==> src/design/cotan_mass_element_emitter_top_assert.svh <==
// Assertion macros for the cotangent element emitter.
`ifndef COTAN_MASS_ELEMENT_EMITTER_TOP_ASSERT_SVH
`define COTAN_MASS_ELEMENT_EMITTER_TOP_ASSERT_SVH
`ifndef ASSERT_OFF
`define CMEE_ASSERT_IMPL(lbl, ante, cons) \
  lbl: assert property (@(posedge clk_i) disable iff (!rst_ni) (ante) |-> (cons)) \
    else $error("cmee: implication check failed");
`define CMEE_ASSERT_NEXT(lbl, ante, cons) \
  lbl: assert property (@(posedge clk_i) disable iff (!rst_ni) (ante) |=> (cons)) \
    else $error("cmee: next-cycle check failed");
`else
`define CMEE_ASSERT_IMPL(lbl, ante, cons)
`define CMEE_ASSERT_NEXT(lbl, ante, cons)
`endif
`endif

==> src/design/cmee_pkg.sv <==
// Package with widths, codes and the multiply schedule of the cotangent element emitter.
`timescale 1ns / 1ps
package cmee_pkg;

  localparam int IdW        = 20;
  localparam int CoordW     = 32;
  localparam int DiffW      = CoordW + 1;
  localparam int OpW        = DiffW + 1;
  localparam int ProdW      = 2 * OpW;
  localparam int AccW       = 67;
  localparam int MagW       = 65;
  localparam int LoW        = 32;
  localparam int SqW        = 132;
  localparam int RootW      = SqW / 2;
  localparam int RemW       = RootW + 2;
  localparam int MassW      = 47;
  localparam int MassShift  = 19;
  localparam int MassSrcW   = 48;
  localparam int MassSteps  = MassSrcW / 2;
  localparam int CotW       = 32;
  localparam int QBits      = 31;
  localparam int CotShift   = 15;
  localparam int NumW       = AccW - 1 + CotShift;
  localparam int DshW       = RootW + QBits - 1;
  localparam int NumSteps   = 24;
  localparam int NumResults = 12;
  localparam int MaxPoints  = 1048576;
  localparam int QueueDepth = 2;

  typedef enum logic [3:0] {
    SRC_AX, SRC_AY, SRC_AZ,
    SRC_BX, SRC_BY, SRC_BZ,
    SRC_CX, SRC_CY, SRC_CZ,
    SRC_XLO, SRC_XHI, SRC_YLO, SRC_YHI, SRC_ZLO, SRC_ZHI
  } src_e;

  typedef enum logic [2:0] {
    DST_CX, DST_CY, DST_CZ, DST_D0, DST_D1, DST_D2, DST_SQ
  } dst_e;

  typedef enum logic [1:0] {
    SH_NONE, SH_MID, SH_HIGH
  } shift_e;

  typedef struct packed {
    src_e   a;
    src_e   b;
    dst_e   dst;
    logic   neg;
    shift_e sh;
  } step_t;

  typedef struct packed {
    logic [IdW-1:0]          id0;
    logic [IdW-1:0]          id1;
    logic [IdW-1:0]          id2;
    logic signed [DiffW-1:0] ax;
    logic signed [DiffW-1:0] ay;
    logic signed [DiffW-1:0] az;
    logic signed [DiffW-1:0] bx;
    logic signed [DiffW-1:0] by;
    logic signed [DiffW-1:0] bz;
    logic signed [DiffW-1:0] cx;
    logic signed [DiffW-1:0] cy;
    logic signed [DiffW-1:0] cz;
  } tri_t;

  typedef struct packed {
    logic [IdW-1:0]   id0;
    logic [IdW-1:0]   id1;
    logic [IdW-1:0]   id2;
    logic [MassW-1:0] mass;
    logic [CotW-1:0]  cot0;
    logic [CotW-1:0]  cot1;
    logic [CotW-1:0]  cot2;
    logic             degen;
  } elem_t;

  // Edge vectors are a = P1-P0, b = P2-P0 and c = P2-P1. The cross product is a x b,
  // the three corner dot products are b.c, a.b and -(a.c), and the last nine steps
  // square the cross components split into low and high halves.
  function automatic step_t step_of(input logic [4:0] s);
    step_t r;
    case (s)
      5'd0:    r = '{SRC_AY,  SRC_BZ,  DST_CX, 1'b0, SH_NONE};
      5'd1:    r = '{SRC_AZ,  SRC_BY,  DST_CX, 1'b1, SH_NONE};
      5'd2:    r = '{SRC_AZ,  SRC_BX,  DST_CY, 1'b0, SH_NONE};
      5'd3:    r = '{SRC_AX,  SRC_BZ,  DST_CY, 1'b1, SH_NONE};
      5'd4:    r = '{SRC_AX,  SRC_BY,  DST_CZ, 1'b0, SH_NONE};
      5'd5:    r = '{SRC_AY,  SRC_BX,  DST_CZ, 1'b1, SH_NONE};
      5'd6:    r = '{SRC_BX,  SRC_CX,  DST_D0, 1'b0, SH_NONE};
      5'd7:    r = '{SRC_BY,  SRC_CY,  DST_D0, 1'b0, SH_NONE};
      5'd8:    r = '{SRC_BZ,  SRC_CZ,  DST_D0, 1'b0, SH_NONE};
      5'd9:    r = '{SRC_AX,  SRC_BX,  DST_D1, 1'b0, SH_NONE};
      5'd10:   r = '{SRC_AY,  SRC_BY,  DST_D1, 1'b0, SH_NONE};
      5'd11:   r = '{SRC_AZ,  SRC_BZ,  DST_D1, 1'b0, SH_NONE};
      5'd12:   r = '{SRC_AX,  SRC_CX,  DST_D2, 1'b1, SH_NONE};
      5'd13:   r = '{SRC_AY,  SRC_CY,  DST_D2, 1'b1, SH_NONE};
      5'd14:   r = '{SRC_AZ,  SRC_CZ,  DST_D2, 1'b1, SH_NONE};
      5'd15:   r = '{SRC_XLO, SRC_XLO, DST_SQ, 1'b0, SH_NONE};
      5'd16:   r = '{SRC_XHI, SRC_XLO, DST_SQ, 1'b0, SH_MID};
      5'd17:   r = '{SRC_XHI, SRC_XHI, DST_SQ, 1'b0, SH_HIGH};
      5'd18:   r = '{SRC_YLO, SRC_YLO, DST_SQ, 1'b0, SH_NONE};
      5'd19:   r = '{SRC_YHI, SRC_YLO, DST_SQ, 1'b0, SH_MID};
      5'd20:   r = '{SRC_YHI, SRC_YHI, DST_SQ, 1'b0, SH_HIGH};
      5'd21:   r = '{SRC_ZLO, SRC_ZLO, DST_SQ, 1'b0, SH_NONE};
      5'd22:   r = '{SRC_ZHI, SRC_ZLO, DST_SQ, 1'b0, SH_MID};
      5'd23:   r = '{SRC_ZHI, SRC_ZHI, DST_SQ, 1'b0, SH_HIGH};
      default: r = '{SRC_AX,  SRC_AX,  DST_SQ, 1'b0, SH_NONE};
    endcase
    return r;
  endfunction

endpackage

==> src/design/cmee_if.sv <==


interface cmee_res_if import cmee_pkg::*; ();
  logic                   valid;
  logic                   ready;
  logic [IdW-1:0]         row_index;
  logic [IdW-1:0]         col_index;
  logic [MassW-1:0]       mass_value;
  logic signed [CotW-1:0] cotan_value;
  logic                   degenerate;
  logic                   last;

  modport source (
    output valid, row_index, col_index, mass_value, cotan_value, degenerate, last,
    input  ready
  );
  modport sink (
    input  valid, row_index, col_index, mass_value, cotan_value, degenerate, last,
    output ready
  );
endinterface

==> src/design/cmee_back.sv <==
// Back end: expands one triangle record into twelve matrix element transactions.
`timescale 1ns / 1ps
module cmee_back import cmee_pkg::*; (
  input  logic  clk_i,
  input  logic  rst_ni,
  input  elem_t elem_i,
  input  logic  empty_i,
  output logic  pop_o,
  cmee_res_if.source res_o
);

  logic       have_q, have_d;
  logic [3:0] idx_q, idx_d;
  logic       ovalid_q, ovalid_d;
  elem_t      cur_q;
  logic       out_free, emit, finish;

  logic [IdW-1:0]   id_i, id_j, row_d, col_d;
  logic [CotW-1:0]  pos, cot_d;
  logic [IdW-1:0]   row_q, col_q;
  logic [MassW-1:0] mass_q;
  logic [CotW-1:0]  cot_q;
  logic             degen_q, last_q;

  assign out_free = !ovalid_q || res_o.ready;
  assign emit     = have_q && out_free;
  assign finish   = emit && (idx_q == 4'(NumResults - 1));
  assign pop_o    = (!have_q || finish) && !empty_i;

  always_comb begin
    case (idx_q[3:2])
      2'd0: begin
        id_i = cur_q.id0;
        id_j = cur_q.id1;
        pos  = cur_q.cot0;
      end
      2'd1: begin
        id_i = cur_q.id1;
        id_j = cur_q.id2;
        pos  = cur_q.cot1;
      end
      default: begin
        id_i = cur_q.id2;
        id_j = cur_q.id0;
        pos  = cur_q.cot2;
      end
    endcase
    case (idx_q[1:0])
      2'd0: begin
        row_d = id_i;
        col_d = id_j;
      end
      2'd1: begin
        row_d = id_j;
        col_d = id_i;
      end
      2'd2: begin
        row_d = id_i;
        col_d = id_i;
      end
      default: begin
        row_d = id_j;
        col_d = id_j;
      end
    endcase
    cot_d = idx_q[1] ? -pos : pos;
  end

  always_comb begin
    have_d   = have_q;
    idx_d    = idx_q;
    ovalid_d = ovalid_q;
    if (res_o.ready) begin
      ovalid_d = 1'b0;
    end
    if (emit) begin
      ovalid_d = 1'b1;
      idx_d    = idx_q + 4'd1;
    end
    if (finish) begin
      have_d = 1'b0;
    end
    if (pop_o) begin
      have_d = 1'b1;
      idx_d  = '0;
    end
  end

  always_ff @(posedge clk_i or negedge rst_ni) begin
    if (!rst_ni) begin
      have_q   <= 1'b0;
      idx_q    <= '0;
      ovalid_q <= 1'b0;
    end else begin
      have_q   <= have_d;
      idx_q    <= idx_d;
      ovalid_q <= ovalid_d;
    end
  end

  always_ff @(posedge clk_i) begin
    if (pop_o) begin
      cur_q <= elem_i;
    end
    if (emit) begin
      row_q   <= row_d;
      col_q   <= col_d;
      mass_q  <= cur_q.mass;
      cot_q   <= cot_d;
      degen_q <= cur_q.degen;
      last_q  <= (idx_q == 4'(NumResults - 1));
    end
  end

  assign res_o.valid       = ovalid_q;
  assign res_o.row_index   = row_q;
  assign res_o.col_index   = col_q;
  assign res_o.mass_value  = mass_q;
  assign res_o.cotan_value = cot_q;
  assign res_o.degenerate  = degen_q;
  assign res_o.last        = last_q;

endmodule

==> src/flat_wrapper.sv <==
// flat-port wrapper written by rule: the top's interface ports become plain ports
module cmee_back_flat import cmee_pkg::*;
  (clk_i, rst_ni, elem_i, empty_i, pop_o, res_o_valid, res_o_row_index, res_o_col_index, res_o_mass_value, res_o_cotan_value, res_o_degenerate, res_o_last, res_o_ready);
  cmee_res_if res_o_i ();
  input  logic clk_i;
  input  logic rst_ni;
  input  elem_t elem_i;
  input  logic empty_i;
  output logic pop_o;
  output wire logic [$bits(res_o_i.valid)-1:0] res_o_valid;
  output wire logic [$bits(res_o_i.row_index)-1:0] res_o_row_index;
  output wire logic [$bits(res_o_i.col_index)-1:0] res_o_col_index;
  output wire logic [$bits(res_o_i.mass_value)-1:0] res_o_mass_value;
  output wire logic [$bits(res_o_i.cotan_value)-1:0] res_o_cotan_value;
  output wire logic [$bits(res_o_i.degenerate)-1:0] res_o_degenerate;
  output wire logic [$bits(res_o_i.last)-1:0] res_o_last;
  input wire logic [$bits(res_o_i.ready)-1:0] res_o_ready;
  assign res_o_valid = res_o_i.valid;
  assign res_o_row_index = res_o_i.row_index;
  assign res_o_col_index = res_o_i.col_index;
  assign res_o_mass_value = res_o_i.mass_value;
  assign res_o_cotan_value = res_o_i.cotan_value;
  assign res_o_degenerate = res_o_i.degenerate;
  assign res_o_last = res_o_i.last;
  assign res_o_i.ready = res_o_ready;
  cmee_back u_core (.clk_i(clk_i), .rst_ni(rst_ni), .elem_i(elem_i), .empty_i(empty_i), .pop_o(pop_o), .res_o(res_o_i));
endmodule
==> config.mk <==
export PLATFORM = sky130hd
export DESIGN_NAME = cmee_back_flat
export DESIGN_NICKNAME = d
export VERILOG_FILES = /design/src/design/cotan_mass_element_emitter_top_assert.svh /design/src/design/cmee_pkg.sv /design/src/design/cmee_if.sv /design/src/design/cmee_back.sv /design/src/flat_wrapper.sv
export SDC_FILE = /design/constraint.sdc
export NUM_CORES = 1
export LEC_CHECK = 0
export BUFFER_PORTS_ARGS = -buffer_cell sky130_fd_sc_hd__buf_2
export CORE_MARGIN = 3
export CORE_UTILIZATION = 54
export CTS_CLUSTER_SIZE = 20
export DETAILED_ROUTE_END_ITERATION = 12
export GPL_TIMING_DRIVEN = 0
export PLACE_DENSITY = 0.81
export SLEW_MARGIN = 0
export SYNTH_ARGS = -nofsm -noshare
export SYNTH_HDL_FRONTEND = slang
export SYNTH_SLANG_ARGS = --single-unit
==> constraint.sdc <==
create_clock -name clk_i -period 22.8 [get_ports clk_i]
set_clock_uncertainty 0.05 [all_clocks]
set_input_delay 4.56 -clock clk_i [delete_from_list [all_inputs] [get_ports clk_i]]
set_output_delay 4.56 -clock clk_i [all_outputs]
set_load 0.1 [all_outputs]
==> results.py <==
metrics = {
    "finish": {
        "num-fill-cells": 1714,
        "fin_area_sq_mm": 0.0169,
        "nets": 1510,
        "syn_to_final_growth_pct": 24.5,
        "drive_gt1_frac": 0.315,
    },
    "worst_setup_path": {
        "cp-start-kind": "input port",
        "slowest_stage": "a21oi_4",
        "critPathBufInv": 4,
        "cp_data_required_time_ps": 18190,
        "r2r_cells": 12,
        "critPathMaxStageDelay_ps": 650,
        "cp_max_fo": 35,
        "rr_endpoint": "u_core.res_o.cotan_value[14]",
        "worstPathArrival_ps": 6530,
        "critPathTopFamily": "buffers and inverters",
        "crit_chain": "buf_2 -> nand2b_1 -> nand2_1 -> a21oi_4 -> buf_12 -> buf_12 -> buf_2",
        "path_class": "input port to output port",
        "ff2ff_setup_slack_ps": 18810,
        "end_kind": "output port",
        "r2r_start": "u_core.idx_q[3]",
    },
    "floorplanning": {
        "rows": 57,
        "die-area_sq_mm": 0.0271,
        "start_util": 0.555,
        "io-pin-count": 331,
        "coreArea_sq_mm": 0.0245,
        "dieWidth_microns": 165,
        "dieHeight_microns": 165,
    },
    "clock_tree": {
        "cts_hold_buf": 0,
        "clock_path_buffers": 3,
        "cts_buffers": 34,
        "cts_tree": "yes",
        "htreeDepth": 2,
        "cts_resized": 0,
        "clockRootBuffer": "clkbuf_16",
        "cts.sinks": 331,
        "clk_pin_slew_ps": 60,
        "clk_latency_ps": 510,
        "post_cts_buffers": 0,
    },
    "placed_design": {
        "placed_cell_area_sq_mm": 0.0159,
        "dp_slack_ps": 11660,
        "gp_congestion": 0.845,
        "dpl.hpwl_microns": 23900,
        "io_buffers": 330,
    },
    "timing": {
        "min_period_ps": 11140,
        "hold_viol": 0,
        "period_share": 0.489,
        "whs_ps": 368,
        "setup_violations": 0,
        "max_freq_mhz": 89.8,
        "drv_slew": 0,
        "worst_slack_ps": 11660,
        "max_slew_margin": 0.425,
        "tightestPinTransition_ps": 863,
        "rsz0062_at_grt": "false",
        "tns_ps": 0,
    },
    "min_path": {
        "worstHoldStart": "u_core.cur_q[127]",
        "min_to": "u_core.res_o.mass_value[30]",
        "hold_class": "flop to flop",
        "hold_path_depth": 0,
    },
    "power_and_ir_drop": {
        "p_leak_nw": 6.44,
        "power_density_mw_per_mm2": 161,
        "ir_drop_uv": 135,
    },
    "grt": {
        "grt_pass1_wl_microns": 50300,
        "grt_pass1_vias": 9233,
        "overflow": 0,
        "grtUsageTotal": 0.243,
        "grt_max_degree": 59,
        "antenna_found_initial": 5,
    },
    "synth": {
        "synth_edf_count": 325,
        "ys_warn_count": 0,
        "synth-seq-cells": 331,
        "async_reset_ff_frac": 0.0181,
        "syn_inst": 923,
        "netlist_area_sq_mm": 0.0136,
        "synth_ff_type": "edfxtp_1",
        "syn_area_per_cell_sq_um": 14.7,
        "syn_nets": 1135,
        "ys_types": 49,
        "seq_area_frac_synth": 0.728,
    },
    "detailed_routing": {
        "drc_errors": 0,
        "ant_nets": 0,
        "drt_pass1_iterations": 5,
        "drt_iter0_drc": 769,
        "vias_per_cell": 5.59,
        "routed_wl_microns": 33700,
        "num_vias": 9229,
        "detail_route.wl_per_cell_microns": 20.4,
    },
    "run": {
        "drv_cap": 0,
    },
    "status": {
        "status": "finished, final reports clean",
    },
}
==> power breakdown <==
| group | switching [mW] | total [mW] | internal, mW | leakage (nW) |
|---|---|---|---|---|
| combinational | 1.04 | 1.36 | 0.314 | 2.85 |
| clock | 0.216 | 0.526 | 0.309 | 0.509 |
| sequential | 0.0367 | 0.851 | 0.814 | 3.08 |
| total | 1.29 | 2.73 | 1.44 | 6.44 |
==> worst reg2reg max path, delay by kind of cell, from the launching register on <==
family | cells | cell delay [ps]
and+or+nand+nor | 3 | 1250
adders and majority gates | 1 | 290
AOI/OAI and AO/OA | 3 | 670
DFF | 1 | 430
buffers and inverters | 4 | 950
xor gates and xnor gates | 1 | 100
==> layer usage <==
layer	vias to the layer above	global-route usage	wire, microns
met5	-	0	0
met2	532	0.422	17600
li1	4249	-	-
met4	0	0.0984	1080
met3	93	0.0467	3040
met1	4355	0.301	12000
==> placed cells by master (no fill, tap or decap), drive strengths merged, types with 8 or more instances in the layout <==
cell    instances
nand2         116
buf           357
mux2i          72
clkinv         10
nor2           53
o21ai          27
a31oi          40
mux2           10
and2           21
xnor2          20
a21oi          45
xor2           13
o31ai           8
edfxtp        325
a211oi         41
clkbuf         80
nor2b          22
==> final cells by class <==
class / count / area (sq um) / area share
sequential: 331 / 9910 / 0.585
multi-input combinational: 533 / 3450 / 0.204
timing repair buffer: 339 / 1850 / 0.109
clock buffer: 43 / 885 / 0.0522
tap: 324 / 405 / 0.0239
buffer: 55 / 249 / 0.0147
clock inverter: 15 / 161 / 0.00953
inverter: 4 / 15.0 / 0.000887
antenna: 6 / 15.0 / 0.000887
==> flip-flops by register name, indices dropped and copies added (netlist names) <==
| name | flops |
|---|---|
| u_core.cur_q | 204 |
| u_core.res_o.mass_value | 47 |
| u_core.res_o.col_index | 20 |
| u_core.have_q | 1 |
| u_core.res_o.cotan_value | 32 |
| u_core.res_o.degenerate | 1 |
| u_core.res_o.row_index | 20 |
| u_core.idx_q | 4 |
| u_core.res_o.valid | 1 |
| u_core.res_o.last | 1 |
==> stage by stage <==
| step | total power, mW | utilization | instances |
|---|---|---|---|
| final | 2.73 | 0.690 | 1650 |
| after global routing | 2.85 | 0.690 | 1648 |
| after CTS | 2.73 | 0.690 | 1644 |
| after detailed placement | 2.20 | 0.647 | 1586 |
| after global placement | 2.19 | 0.639 | 1577 |
| after floorplan | 1.94 | - | 923 |
==> cell usage after synthesis (all sizes together) (3+ instances only) <==
| library cell | instances | share of area |
|---|---|---|
| nand2b | 3 | 0.0014 |
| a211oi | 41 | 0.023 |
| xor2 | 13 | 0.0084 |
| edfxtp | 325 | 0.72 |
| nor4 | 3 | 0.0014 |
| a31oi | 40 | 0.018 |
| o31ai | 8 | 0.0044 |
| and2 | 21 | 0.0097 |
| or3 | 3 | 0.0014 |
| nor2b | 22 | 0.010 |
| inv | 4 | 0.0011 |
| nand2 | 116 | 0.032 |
| buf | 18 | 0.0078 |
| o21ai | 27 | 0.0099 |
| o41ai | 5 | 0.0054 |
| a21oi | 45 | 0.017 |
| clkbuf | 37 | 0.010 |
| nor2 | 53 | 0.015 |
| mux2 | 10 | 0.0088 |
| ha | 4 | 0.0037 |
| xnor2 | 20 | 0.013 |
| dfrtp | 6 | 0.011 |
| nand4 | 5 | 0.0034 |
| nand3 | 4 | 0.0015 |
| mux2i | 72 | 0.055 |
==> worst max path at each step <==
stage,from,end,cells after the start
after floorplan,res_o_ready,pop_o,3
after global placement,res_o_ready,pop_o,5
after detailed placement,res_o_ready,pop_o,7
after CTS,res_o_ready,pop_o,7
after global routing,res_o_ready,pop_o,7
final,res_o_ready,pop_o,7
==> cells by family after synthesis <==
kind of cell	share of synthesized area
adder cells (fa/ha/maj)	0.00368
AND/OR/NAND/NOR	0.0827
XOR/XNOR	0.0212
multiplexers	0.0639
buffers and inverters	0.0191
flip-flops	0.728
AO/OA/AOI/OAI	0.0812
No activity file was read; power rests on OpenSTA's default activity.
