### src/design/cotan_mass_element_emitter_top_assert.svh
// Assertion macros for the cotangent element emitter.
`ifndef COTAN_MASS_ELEMENT_EMITTER_TOP_ASSERT_SVH
`define COTAN_MASS_ELEMENT_EMITTER_TOP_ASSERT_SVH
`ifndef ASSERT_OFF
`define CMEE_ASSERT_IMPL(lbl, ante, cons) \
  lbl: assert property (@(posedge clk_i) disable iff (!rst_ni) (ante) |-> (cons)) \
    else $error("cmee: implication check failed");
`define CMEE_ASSERT_NEXT(lbl, ante, cons) \
  lbl: assert property (@(posedge clk_i) disable iff (!rst_ni) (ante) |=> (cons)) \
    else $error("cmee: next-cycle check failed");
`else
`define CMEE_ASSERT_IMPL(lbl, ante, cons)
`define CMEE_ASSERT_NEXT(lbl, ante, cons)
`endif
`endif

### src/design/cmee_pkg.sv
// Package with widths, codes and the multiply schedule of the cotangent element emitter.
`timescale 1ns / 1ps
package cmee_pkg;

  localparam int IdW        = 20;
  localparam int CoordW     = 32;
  localparam int DiffW      = CoordW + 1;
  localparam int OpW        = DiffW + 1;
  localparam int ProdW      = 2 * OpW;
  localparam int AccW       = 67;
  localparam int MagW       = 65;
  localparam int LoW        = 32;
  localparam int SqW        = 132;
  localparam int RootW      = SqW / 2;
  localparam int RemW       = RootW + 2;
  localparam int MassW      = 47;
  localparam int MassShift  = 19;
  localparam int MassSrcW   = 48;
  localparam int MassSteps  = MassSrcW / 2;
  localparam int CotW       = 32;
  localparam int QBits      = 31;
  localparam int CotShift   = 15;
  localparam int NumW       = AccW - 1 + CotShift;
  localparam int DshW       = RootW + QBits - 1;
  localparam int NumSteps   = 24;
  localparam int NumResults = 12;
  localparam int MaxPoints  = 1048576;
  localparam int QueueDepth = 2;

  typedef enum logic [3:0] {
    SRC_AX, SRC_AY, SRC_AZ,
    SRC_BX, SRC_BY, SRC_BZ,
    SRC_CX, SRC_CY, SRC_CZ,
    SRC_XLO, SRC_XHI, SRC_YLO, SRC_YHI, SRC_ZLO, SRC_ZHI
  } src_e;

  typedef enum logic [2:0] {
    DST_CX, DST_CY, DST_CZ, DST_D0, DST_D1, DST_D2, DST_SQ
  } dst_e;

  typedef enum logic [1:0] {
    SH_NONE, SH_MID, SH_HIGH
  } shift_e;

  typedef struct packed {
    src_e   a;
    src_e   b;
    dst_e   dst;
    logic   neg;
    shift_e sh;
  } step_t;

  typedef struct packed {
    logic [IdW-1:0]          id0;
    logic [IdW-1:0]          id1;
    logic [IdW-1:0]          id2;
    logic signed [DiffW-1:0] ax;
    logic signed [DiffW-1:0] ay;
    logic signed [DiffW-1:0] az;
    logic signed [DiffW-1:0] bx;
    logic signed [DiffW-1:0] by;
    logic signed [DiffW-1:0] bz;
    logic signed [DiffW-1:0] cx;
    logic signed [DiffW-1:0] cy;
    logic signed [DiffW-1:0] cz;
  } tri_t;

  typedef struct packed {
    logic [IdW-1:0]   id0;
    logic [IdW-1:0]   id1;
    logic [IdW-1:0]   id2;
    logic [MassW-1:0] mass;
    logic [CotW-1:0]  cot0;
    logic [CotW-1:0]  cot1;
    logic [CotW-1:0]  cot2;
    logic             degen;
  } elem_t;

  // Edge vectors are a = P1-P0, b = P2-P0 and c = P2-P1. The cross product is a x b,
  // the three corner dot products are b.c, a.b and -(a.c), and the last nine steps
  // square the cross components split into low and high halves.
  function automatic step_t step_of(input logic [4:0] s);
    step_t r;
    case (s)
      5'd0:    r = '{SRC_AY,  SRC_BZ,  DST_CX, 1'b0, SH_NONE};
      5'd1:    r = '{SRC_AZ,  SRC_BY,  DST_CX, 1'b1, SH_NONE};
      5'd2:    r = '{SRC_AZ,  SRC_BX,  DST_CY, 1'b0, SH_NONE};
      5'd3:    r = '{SRC_AX,  SRC_BZ,  DST_CY, 1'b1, SH_NONE};
      5'd4:    r = '{SRC_AX,  SRC_BY,  DST_CZ, 1'b0, SH_NONE};
      5'd5:    r = '{SRC_AY,  SRC_BX,  DST_CZ, 1'b1, SH_NONE};
      5'd6:    r = '{SRC_BX,  SRC_CX,  DST_D0, 1'b0, SH_NONE};
      5'd7:    r = '{SRC_BY,  SRC_CY,  DST_D0, 1'b0, SH_NONE};
      5'd8:    r = '{SRC_BZ,  SRC_CZ,  DST_D0, 1'b0, SH_NONE};
      5'd9:    r = '{SRC_AX,  SRC_BX,  DST_D1, 1'b0, SH_NONE};
      5'd10:   r = '{SRC_AY,  SRC_BY,  DST_D1, 1'b0, SH_NONE};
      5'd11:   r = '{SRC_AZ,  SRC_BZ,  DST_D1, 1'b0, SH_NONE};
      5'd12:   r = '{SRC_AX,  SRC_CX,  DST_D2, 1'b1, SH_NONE};
      5'd13:   r = '{SRC_AY,  SRC_CY,  DST_D2, 1'b1, SH_NONE};
      5'd14:   r = '{SRC_AZ,  SRC_CZ,  DST_D2, 1'b1, SH_NONE};
      5'd15:   r = '{SRC_XLO, SRC_XLO, DST_SQ, 1'b0, SH_NONE};
      5'd16:   r = '{SRC_XHI, SRC_XLO, DST_SQ, 1'b0, SH_MID};
      5'd17:   r = '{SRC_XHI, SRC_XHI, DST_SQ, 1'b0, SH_HIGH};
      5'd18:   r = '{SRC_YLO, SRC_YLO, DST_SQ, 1'b0, SH_NONE};
      5'd19:   r = '{SRC_YHI, SRC_YLO, DST_SQ, 1'b0, SH_MID};
      5'd20:   r = '{SRC_YHI, SRC_YHI, DST_SQ, 1'b0, SH_HIGH};
      5'd21:   r = '{SRC_ZLO, SRC_ZLO, DST_SQ, 1'b0, SH_NONE};
      5'd22:   r = '{SRC_ZHI, SRC_ZLO, DST_SQ, 1'b0, SH_MID};
      5'd23:   r = '{SRC_ZHI, SRC_ZHI, DST_SQ, 1'b0, SH_HIGH};
      default: r = '{SRC_AX,  SRC_AX,  DST_SQ, 1'b0, SH_NONE};
    endcase
    return r;
  endfunction

endpackage

### src/design/cmee_fifo.sv
// Short queue of finished triangle records between the engine and the emitter.
`timescale 1ns / 1ps
module cmee_fifo import cmee_pkg::*; #(
  parameter int DEPTH = QueueDepth
) (
  input  logic  clk_i,
  input  logic  rst_ni,
  input  logic  push_i,
  input  elem_t data_i,
  output logic  full_o,
  input  logic  pop_i,
  output elem_t data_o,
  output logic  empty_o
);

  localparam int PtrW = (DEPTH > 1) ? $clog2(DEPTH) : 1;
  localparam int CntW = $clog2(DEPTH + 1);

  elem_t mem_q [DEPTH];
  logic [PtrW-1:0] wr_q, rd_q;
  logic [CntW-1:0] cnt_q;
  logic do_push, do_pop;

  assign full_o  = (cnt_q == CntW'(DEPTH));
  assign empty_o = (cnt_q == '0);
  assign do_push = push_i && !full_o;
  assign do_pop  = pop_i && !empty_o;
  assign data_o  = mem_q[rd_q];

  always_ff @(posedge clk_i or negedge rst_ni) begin
    if (!rst_ni) begin
      wr_q  <= '0;
      rd_q  <= '0;
      cnt_q <= '0;
    end else begin
      if (do_push) begin
        wr_q <= (wr_q == PtrW'(DEPTH - 1)) ? '0 : wr_q + 1'b1;
      end
      if (do_pop) begin
        rd_q <= (rd_q == PtrW'(DEPTH - 1)) ? '0 : rd_q + 1'b1;
      end
      if (do_push && !do_pop) begin
        cnt_q <= cnt_q + 1'b1;
      end else if (do_pop && !do_push) begin
        cnt_q <= cnt_q - 1'b1;
      end
    end
  end

  always_ff @(posedge clk_i) begin
    if (do_push) begin
      mem_q[wr_q] <= data_i;
    end
  end

endmodule

### config.mk
export PLATFORM = sky130hd
export DESIGN_NAME = cmee_fifo
export DESIGN_NICKNAME = d
export VERILOG_FILES = /design/src/design/cotan_mass_element_emitter_top_assert.svh /design/src/design/cmee_pkg.sv /design/src/design/cmee_fifo.sv
export SDC_FILE = /design/constraint.sdc
export NUM_CORES = 1
export LEC_CHECK = 0
export ABC_AREA = 1
export BUFFER_PORTS_ARGS = -buffer_cell sky130_fd_sc_hd__buf_2
export CAP_MARGIN = 20
export CORE_MARGIN = 10
export CORE_UTILIZATION = 46
export DETAILED_ROUTE_END_ITERATION = 7
export HOLD_SLACK_MARGIN = 0.1
export PLACE_DENSITY = 0.77
export SETUP_SLACK_MARGIN = 0.3
export SYNTH_ARGS = -nofsm -noshare
export SYNTH_HDL_FRONTEND = slang
export SYNTH_SLANG_ARGS = --single-unit
### constraint.sdc
create_clock -name clk_i -period 13.9 [get_ports clk_i]
set_input_delay 0 -clock clk_i [delete_from_list [all_inputs] [get_ports clk_i]]
set_output_delay 0 -clock clk_i [all_outputs]
set_load 0.02 [all_outputs]
==> results of run 1 <==
## layer usage
layer	share of wire	global-route usage
met4	0.028	0.0652
met5	0.00031	0
met1	0.37	0.237
met3	0.10	0.0610
met2	0.50	0.343
## registers in the layout, summed over array words and instances, names as in the netlist
register / count
mem_q: 408
wr_q: 1
rd_q: 1
cnt_q: 2
## repair_timing
item | 4_1_cts | 5_1_grt
setup buffers | 0 | 0
hold buffers | 208 | 0
hold endpoints to repair | 416 | 0
## worst max-delay path, cell delays in order, from the launching register on
cell     delay [ns]
dfrtp_4        0.66
inv_6          0.64
buf_4          0.90
nand2_1        0.13
nand2_1        0.18
buf_2          0.20
## power by group through the flow
stage / clock network [mW] / logic [mW] / registers (mW)
4_1_cts: 1.12 / 1.58 / 1.78
5_1_grt: 1.17 / 1.72 / 1.81
3_3_place_gp: 0 / 1.51 / 1.79
2_1_floorplan: 0 / 1.02 / 1.84
6_report: 1.11 / 1.60 / 1.78
3_5_place_dp: 0 / 1.53 / 1.80
## area by class of cell
cell class | instances | area, sq um
Fill cell | 2195 | 11600
Clock inverter | 26 | 251
Timing Repair Buffer | 628 | 4200
Inverter | 8 | 42.5
Tap cell | 442 | 553
Clock buffer | 50 | 1100
Multi-Input combinational cell | 632 | 2400
Sequential cell | 412 | 12400
Antenna cell | 5 | 12.5
## final timing paths
path                       slack (ns)            startpoint  cells after the start                      end
min                              0.20             data_i[1]                      2    mem_q[1][1]$_DFFE_PP_
min in group asynchronous        0.41                rst_ni                      3         wr_q$_DFFE_PN0P_
max in group asynchronous       13.27                rst_ni                      3         rd_q$_DFFE_PN0P_
min reg2reg                      0.48      wr_q$_DFFE_PN0P_                      2         wr_q$_DFFE_PN0P_
max                             10.56      rd_q$_DFFE_PN0P_                      5               data_o[74]
max reg2reg                     10.58  cnt_q[0]$_DFFE_PN0P_                      4  mem_q[1][104]$_DFFE_PP_
## logic make-up after synthesis
family,synth area share
compound gates,0.000661
xor+xnor,0.000579
fa+ha+maj,0.000827
buf+inv,0.0256
flops,0.816
simple gates,0.156
## placed cells by master, fill, tap and decap left out
| master | synthesis | routed |
|---|---|---|
| clkbuf_1 | 0 | 7 |
| edfxtp_1 | 408 | 408 |
| dlygate4sd3_1 | 0 | 208 |
| nand3_1 | 1 | 1 |
| nor2_4 | 0 | 1 |
| xnor2_1 | 1 | 1 |
| o21ai_0 | 2 | 2 |
| clkinv_2 | 0 | 7 |
| nand2_1 | 621 | 621 |
| ha_1 | 1 | 1 |
| buf_4 | 1 | 7 |
| clkbuf_16 | 0 | 43 |
| dfrtp_4 | 0 | 1 |
| clkinvlp_4 | 0 | 1 |
| nand3b_1 | 1 | 1 |
| diode_2 | 0 | 5 |
| inv_1 | 7 | 6 |
| clkinv_1 | 0 | 11 |
| nor2_1 | 4 | 3 |
| dfrtp_1 | 4 | 3 |
| buf_2 | 25 | 413 |
| inv_8 | 0 | 1 |
| bufinv_16 | 0 | 5 |
| nand4_1 | 1 | 1 |
| inv_6 | 0 | 3 |
==> flow_summary.toml, run 1 <==
[run_status]
status = "complete, no violations"

[logic_synthesis]
synth_edf_count = 408
synth_warnings = 0
synth-seq-area-share = 0.816
synth_seq_cells = 412
syn_area_sq_um = 15100
synth.most_common_cell = "nand2_1"
synth_nets = 1306
yosys-top-cells-count = "621 x nand2_1, 408 x edfxtp_1, 25 x buf_2, 18 x buf_6, 7 x inv_1"
synthTopCellsByArea = "edfxtp_1 81%, nand2_1 15%, buf_6 1.3%"
async_flop_share = 0.00971
synthCells = 1097
ys_dominant_reg_cell = "edfxtp_1"
yosysTopAreaCell = "edfxtp_1"
netlist.area_leader.share = 0.809
yosysUniqueCellTypes = 16
syn_avg_cell_area_sq_um = 13.8

[timing]
clock_skew_ns = 0.0197
setup_slack_ns = 10.56
fin_crit_ns = 3.34
period_share = 0.241
setup_viol = 0
finalSetupTns_ns = 0
final_max_slew_viol_count = 0
tightest_slew_ns = 1.07
grt_setup_unrepaired = "no"
hold_viol = 0
max-slew-margin-rel = 0.286
holdWs_ns = 0.197
fmax_mhz = 299

[drt]
first_iter_violations = 719
wire_per_inst_um = 19.3
viasPerCell = 4.91
ant_nets = 0
num_vias = 10800
drc = 0
first_pass_iters = 5
wl_um = 42500

[power]
p_int_mw = 2.78
total_power_mw = 4.49
ir_worst_vdd_v = 0.000165
p_leak_nw = 8.96
p_comb_frac = 0.356
clockPowerShare = 0.247
p_sw_frac = 0.381
p_sw_mw = 1.71
powerDensity_nw_per_um2 = 214
seq_power_share = 0.397

[clocking]
cts.reportedPaths.clkPinSlew_ns = 0.06
cts_tree = "built"
cts.htree.levels = 2
cts_root_buf = "clkbuf_16"
ctsResizeCount = 0
cts_buffer_depth = 3
cts_buffers = 41
clock_latency_ns = 0.53
cts_sinks = 412

[placement]
place_ws_ns = 10.68
dp.cells = 1914
gp_congestion = 0.781
place_area_sq_um = 17500
hpwl_um = 25100
io_buffers = 413

[global_route]
grt_pass1_wl_um = 64400
grtUsageTotal = 0.201
antenna_found_initial = 5
grt_max_degree = 138
grt_pass1_vias = 11200
gr-total-overflow = 0

[critical_path]
endpoint_kind = "primary output"
path_class = "flop to primary output"
worstPathRequired_ns = 13.90
crit_fanout = 110
start_kind = "flop"
arrival_ns = 3.34

[floorplan]
ios = 414
start_util = 0.465
die_area_sq_um = 40600
die_x_um = 201
dieHeight_um = 201
rows = 66
core_area_sq_um = 32500

[layout]
final_nets = 1932
area_delta_synth_final_pct = 38.2
drive_above_1_share = 0.274
finalNonFillerCells = 2203
final_area_sq_um = 20900
fin_util = 0.643

[hold_path]
min_path_type = "input pin to flop"

[job]
max_cap_violations = 0
Note: power is estimated with default switching activity, not from simulation.
==> run 2, diff against run 1 <==
==> constraint.sdc (replaced) <==
create_clock -name clk_i -period 3.31 [get_ports clk_i]
set_input_delay 0 -clock clk_i [delete_from_list [all_inputs] [get_ports clk_i]]
set_output_delay 0 -clock clk_i [all_outputs]
set_load 0.02 [all_outputs]
==> flow_summary.toml, run 2 (synthesized netlist as in run 1, its figures left out) <==
[timing]
period_share = 0.721
tightest_slew_ns = 0.972
max-slew-margin-rel = 0.352
final_max_slew_viol_count = 0
fin_crit_ns = 2.39
grt_setup_unrepaired = "no"
clock_skew_ns = 0.0176
fmax_mhz = 419
setup_slack_ns = 0.925
hold_viol = 0
setup_viol = 0

[critical_path]
start_kind = "flop"
crit_fanout = 77
arrival_ns = 2.39
path_class = "flop to primary output"
rr_startpoint = "cnt_q[1]$_DFFE_PN0P_"
r2r_slack_ns = 1.11
endpoint_kind = "primary output"
worstPathRequired_ns = 3.31
startpoint = "rd_q$_DFFE_PN0P_"

[layout]
final_cell_mix = "620 x nand2_1, 413 x buf_2, 408 x edfxtp_1, 208 x dlygate4sd3_1, 45 x clkbuf_16"
area_delta_synth_final_pct = 38.7
finalNonFillerCells = 2206
final_area_sq_um = 21000
largest_reg_flops = 408
layout_commonest_cell = "nand2_1"
top_register = "mem_q"
drive_above_1_share = 0.277
reg_top3 = "mem_q: 408 flops, cnt_q: 2 flops"
final_nets = 1936

[drt]
first_pass_iters = 5
num_vias = 10900
first_iter_violations = 799
wl_um = 43900
drc = 0
viasPerCell = 4.94
ant_nets = 0
wire_per_inst_um = 19.9

[power]
p_comb_frac = 0.366
clockPowerShare = 0.240
seq_power_share = 0.394
powerDensity_nw_per_um2 = 899
p_leak_nw = 8.97
p_sw_mw = 7.27
p_sw_frac = 0.385
ir_worst_vdd_v = 0.000797
p_int_mw = 11.6

[run_status]
status = "complete, no violations"

[clocking]
cts_tree = "built"
cts.reportedPaths.clkPinSlew_ns = 0.06
cts_setup_buffers = 0
cts.htree.levels = 2
cts_hold_buf = 208
cts_root_buf = "clkbuf_16"
cts_buffer_depth = 3
cts_buffers = 43
clock_latency_ns = 0.53
cts_sinks = 412
ctsResizeCount = 0

[hold_path]
min_path_type = "input pin to flop"
hp-start = "data_i[156]"

[floorplan]
core_area_sq_um = 32500
rows = 66
dieHeight_um = 201
die_x_um = 201
start_util = 0.465
die_area_sq_um = 40600
ios = 414

[placement]
hpwl_um = 25400
io_buffers = 413
gp_congestion = 0.832
dp.cells = 1916
place_area_sq_um = 17600
place_ws_ns = 1.16

[global_route]
grt_pass1_wl_um = 67100
grt_pass1_vias = 11700
grtUsageTotal = 0.209
antenna_found_initial = 3
grt_max_degree = 206
gr-total-overflow = 0

[job]
max_cap_violations = 0
==> run 2: changes by cell type in the layout (fill, tap and decap cells not counted), moves of 2 or more <==
cell | previous run | this run
buf_12 | 0 | 7
buf_4 | 7 | 2
bufinv_16 | 5 | 1
clkbuf_1 | 7 | 13
clkbuf_16 | 43 | 45
clkbuf_8 | 0 | 2
clkinv_1 | 11 | 8
nor2_1 | 3 | 1
==> run 2: layout make-up <==
cell class                      instances  area, sq um
Inverter                                8         38.8
Clock inverter                         18          115
Tap cell                              442          553
Timing Repair Buffer                  630         4300
Multi-Input combinational cell        632         2420
Clock buffer                           60         1200
Sequential cell                       412        12400
Fill cell                            2181        11500
Antenna cell                            4         10.0
==> run 2: power by group through the flow <==
stage / Clock [mW] / Sequential [mW] / Combinational [mW]
after global placement: 0 / 7.43 / 6.53
final: 4.53 / 7.43 / 6.91
after CTS: 4.58 / 7.40 / 6.85
after floorplan: 0 / 7.55 / 4.29
after global routing: 4.83 / 7.51 / 7.43
after detailed placement: 0 / 7.50 / 6.62
==> run 2: stage by stage <==
| stage | hold WS (ns) | setup TNS, ns | power [mW] | util |
|---|---|---|---|---|
| 5_1_grt | 0.192 | 0 | 19.8 | 0.645 |
| 2_1_floorplan | -0.296 | -339.49 | 11.8 | - |
| 6_report | 0.196 | 0 | 18.9 | 0.645 |
| 3_3_place_gp | -0.189 | 0 | 14.0 | 0.541 |
| 3_5_place_dp | -0.186 | 0 | 14.1 | 0.541 |
| 4_1_cts | 0.172 | 0 | 18.8 | 0.645 |
==> run 2: worst paths after layout <==
kind / endpoint / depth (start not counted)
worst min-delay path: mem_q[1][156]$_DFFE_PP_ / 2
worst max register to register: mem_q[1][112]$_DFFE_PP_ / 4
min in group asynchronous: wr_q$_DFFE_PN0P_ / 3
max in group asynchronous: rd_q$_DFFE_PN0P_ / 3
worst max-delay path: data_o[58] / 5
worst min register to register: wr_q$_DFFE_PN0P_ / 2
==> run 2: metal layers <==
layer	global-route usage	wire length, um
met5	0	0
met4	0.0728	1250
met3	0.0557	4180
met2	0.368	22800
met1	0.241	15700
==> run 2: worst max-delay path, cell delays in order, from the launching register on <==
cell	delay, ns
dfrtp_4	0.51
inv_6	0.42
buf_4	0.44
nand2_1	0.10
nand2_1	0.11
buf_2	0.18
==> run 3, diff against run 2 <==
==> constraint.sdc (replaced) <==
create_clock -name clk_i -period 2.4 [get_ports clk_i]
set_input_delay 0 -clock clk_i [delete_from_list [all_inputs] [get_ports clk_i]]
set_output_delay 0 -clock clk_i [all_outputs]
set_load 0.02 [all_outputs]
==> flow_summary.toml, run 3 (synthesized netlist as in run 1, its figures left out) <==
[layout]
top_register = "mem_q"
largest_reg_flops = 408
finalNonFillerCells = 2202
final_cell_mix = "620 x nand2_1, 413 x buf_2, 408 x edfxtp_1, 208 x dlygate4sd3_1, 41 x clkbuf_16"
fin_util = 0.645
layout_commonest_cell = "nand2_1"
area_delta_synth_final_pct = 38.7
drive_above_1_share = 0.278
final_nets = 1943
reg_top3 = "mem_q: 408 flops, cnt_q: 2 flops"

[power]
total_power_mw = 25.7
p_int_mw = 15.9
powerDensity_nw_per_um2 = 1220
p_sw_frac = 0.382
p_comb_frac = 0.377
ir_worst_vdd_v = 0.000857
seq_power_share = 0.399
p_sw_mw = 9.81
clockPowerShare = 0.224
p_leak_nw = 8.97

[timing]
grt_setup_unrepaired = "yes"
setup_slack_ns = 0.408
holdWs_ns = 0.215
final_max_slew_viol_count = 0
hold_viol = 0
tightest_slew_ns = 0.656
fmax_mhz = 502
fin_crit_ns = 1.99
clock_skew_ns = 0.0113
setup_viol = 0
period_share = 0.830
max-slew-margin-rel = 0.562

[floorplan]
dieHeight_um = 201
ios = 414
core_area_sq_um = 32500
die_x_um = 201
rows = 66
start_util = 0.465
die_area_sq_um = 40600

[clocking]
cts.reportedPaths.clkPinSlew_ns = 0.06
cts_buffer_depth = 3
cts.htree.levels = 2
cts_buffers = 40
cts_root_buf = "clkbuf_16"
clock_latency_ns = 0.51
cts_sinks = 412
cts_tree = "built"

[placement]
gp_congestion = 0.799
place_ws_ns = 0.675
io_buffers = 413
hpwl_um = 26100
dp.cells = 1926

[hold_path]
min_path_type = "input pin to flop"
holdPathStages = 2

[global_route]
grtUsageTotal = 0.202
grt_pass1_vias = 11500
grt_max_degree = 125
grt_pass1_wl_um = 64800
gr-total-overflow = 0
antenna_found_initial = 5

[drt]
ant_nets = 0
viasPerCell = 4.91
wl_um = 42900
first_pass_iters = 8
first_iter_violations = 740
wire_per_inst_um = 19.5
drc = 0
num_vias = 10800

[critical_path]
endpoint_kind = "primary output"
worstPathRequired_ns = 2.40
critical_path.top_delay_family = "buffers and inverters"
critPathBufInv = 2
path_class = "flop to primary output"
cp.depth = 4
arrival_ns = 1.99
slowest_delay_ns = 0.49
cp_slowest_cell = "dfrtp_4"
reg2regPathDepth = 4
crit_fanout = 124
worstPathCellList = "buf_12 -> nand2_1 -> nand2_1 -> buf_2"
start_kind = "flop"
crit_top_cell = "nand2_1"

[run_status]
status = "complete, no violations"

[job]
max_cap_violations = 0
[run 3: cell count changes in the layout (fill, tap and decap cells not counted), sizes merged]
cell / change
buf: +10
bufinv: +1
clkbuf: -8
clkinv: -6
diode: +1
inv: -2
[run 3: final timing paths]
kind / start / endpoint / slack (ns)
max in group asynchronous: rst_ni / rd_q$_DFFE_PN0P_ / 1.77
hold / removal: data_i[193] / mem_q[0][193]$_DFFE_PP_ / 0.22
setup / recovery: rd_q$_DFFE_PN0P_ / data_o[161] / 0.41
hold reg to reg: wr_q$_DFFE_PN0P_ / wr_q$_DFFE_PN0P_ / 0.52
setup reg to reg: cnt_q[1]$_DFFE_PN0P_ / mem_q[1][89]$_DFFE_PP_ / 0.61
min in group asynchronous: rst_ni / rd_q$_DFFE_PN0P_ / 0.43
[run 3: power by group through the flow]
| stage | Combinational [mW] | Sequential, mW | Clock, mW |
|---|---|---|---|
| after CTS | 9.60 | 10.2 | 5.84 |
| after global placement | 9.16 | 10.3 | 0 |
| final | 9.68 | 10.2 | 5.76 |
| after floorplan | 5.92 | 10.4 | 0 |
| after global routing | 10.4 | 10.4 | 6.15 |
| after detailed placement | 9.29 | 10.3 | 0 |
[run 3: worst reg2reg max path, delay by kind of cell, from the launching register on]
family | cells | cell delay, ns
DFF | 1 | 0.42
and+or+nand+nor | 1 | 0.19
AOI/OAI and AO/OA | 1 | 0.15
buffers and inverters | 2 | 0.49
[run 3: routing by layer]
layer	up-vias	global-route usage	routed length, um	share of wire
li1	4981	-	-	-
met1	5171	0.232	15500	0.36
met2	586	0.359	22400	0.52
met3	73	0.0588	3990	0.093
met4	2	0.0585	933	0.022
met5	-	0	11	0.00026
[run 3: what timing repair did]
| item | 4_1_cts | 5_1_grt |
|---|---|---|
| hold buffers | 208 | 0 |
| gates resized for setup | 1 | 1 |
| endpoints found under the setup margin | 46 | 33 |
| pin swaps | 0 | 0 |
| setup buffers | 0 | 0 |
| endpoints found under the hold margin | 416 | 0 |
| gates cloned | 0 | 0 |
[run 3: layout make-up]
class	count	area, sq um
Sequential cell	412	12400
Fill cell	2165	11500
Timing Repair Buffer	640	4440
Multi-Input combinational cell	632	2420
Clock buffer	52	1070
Tap cell	442	553
Clock inverter	11	101
Inverter	8	46.3
Antenna cell	5	12.5
[run 3: per-stage QoR]
stage	TNS (ns)	area (sq um)
final	0	21000
after global placement	0	17700
after detailed placement	0	17700
after floorplan	-710.77	15200
after global routing	0	21000
after CTS	0	21000
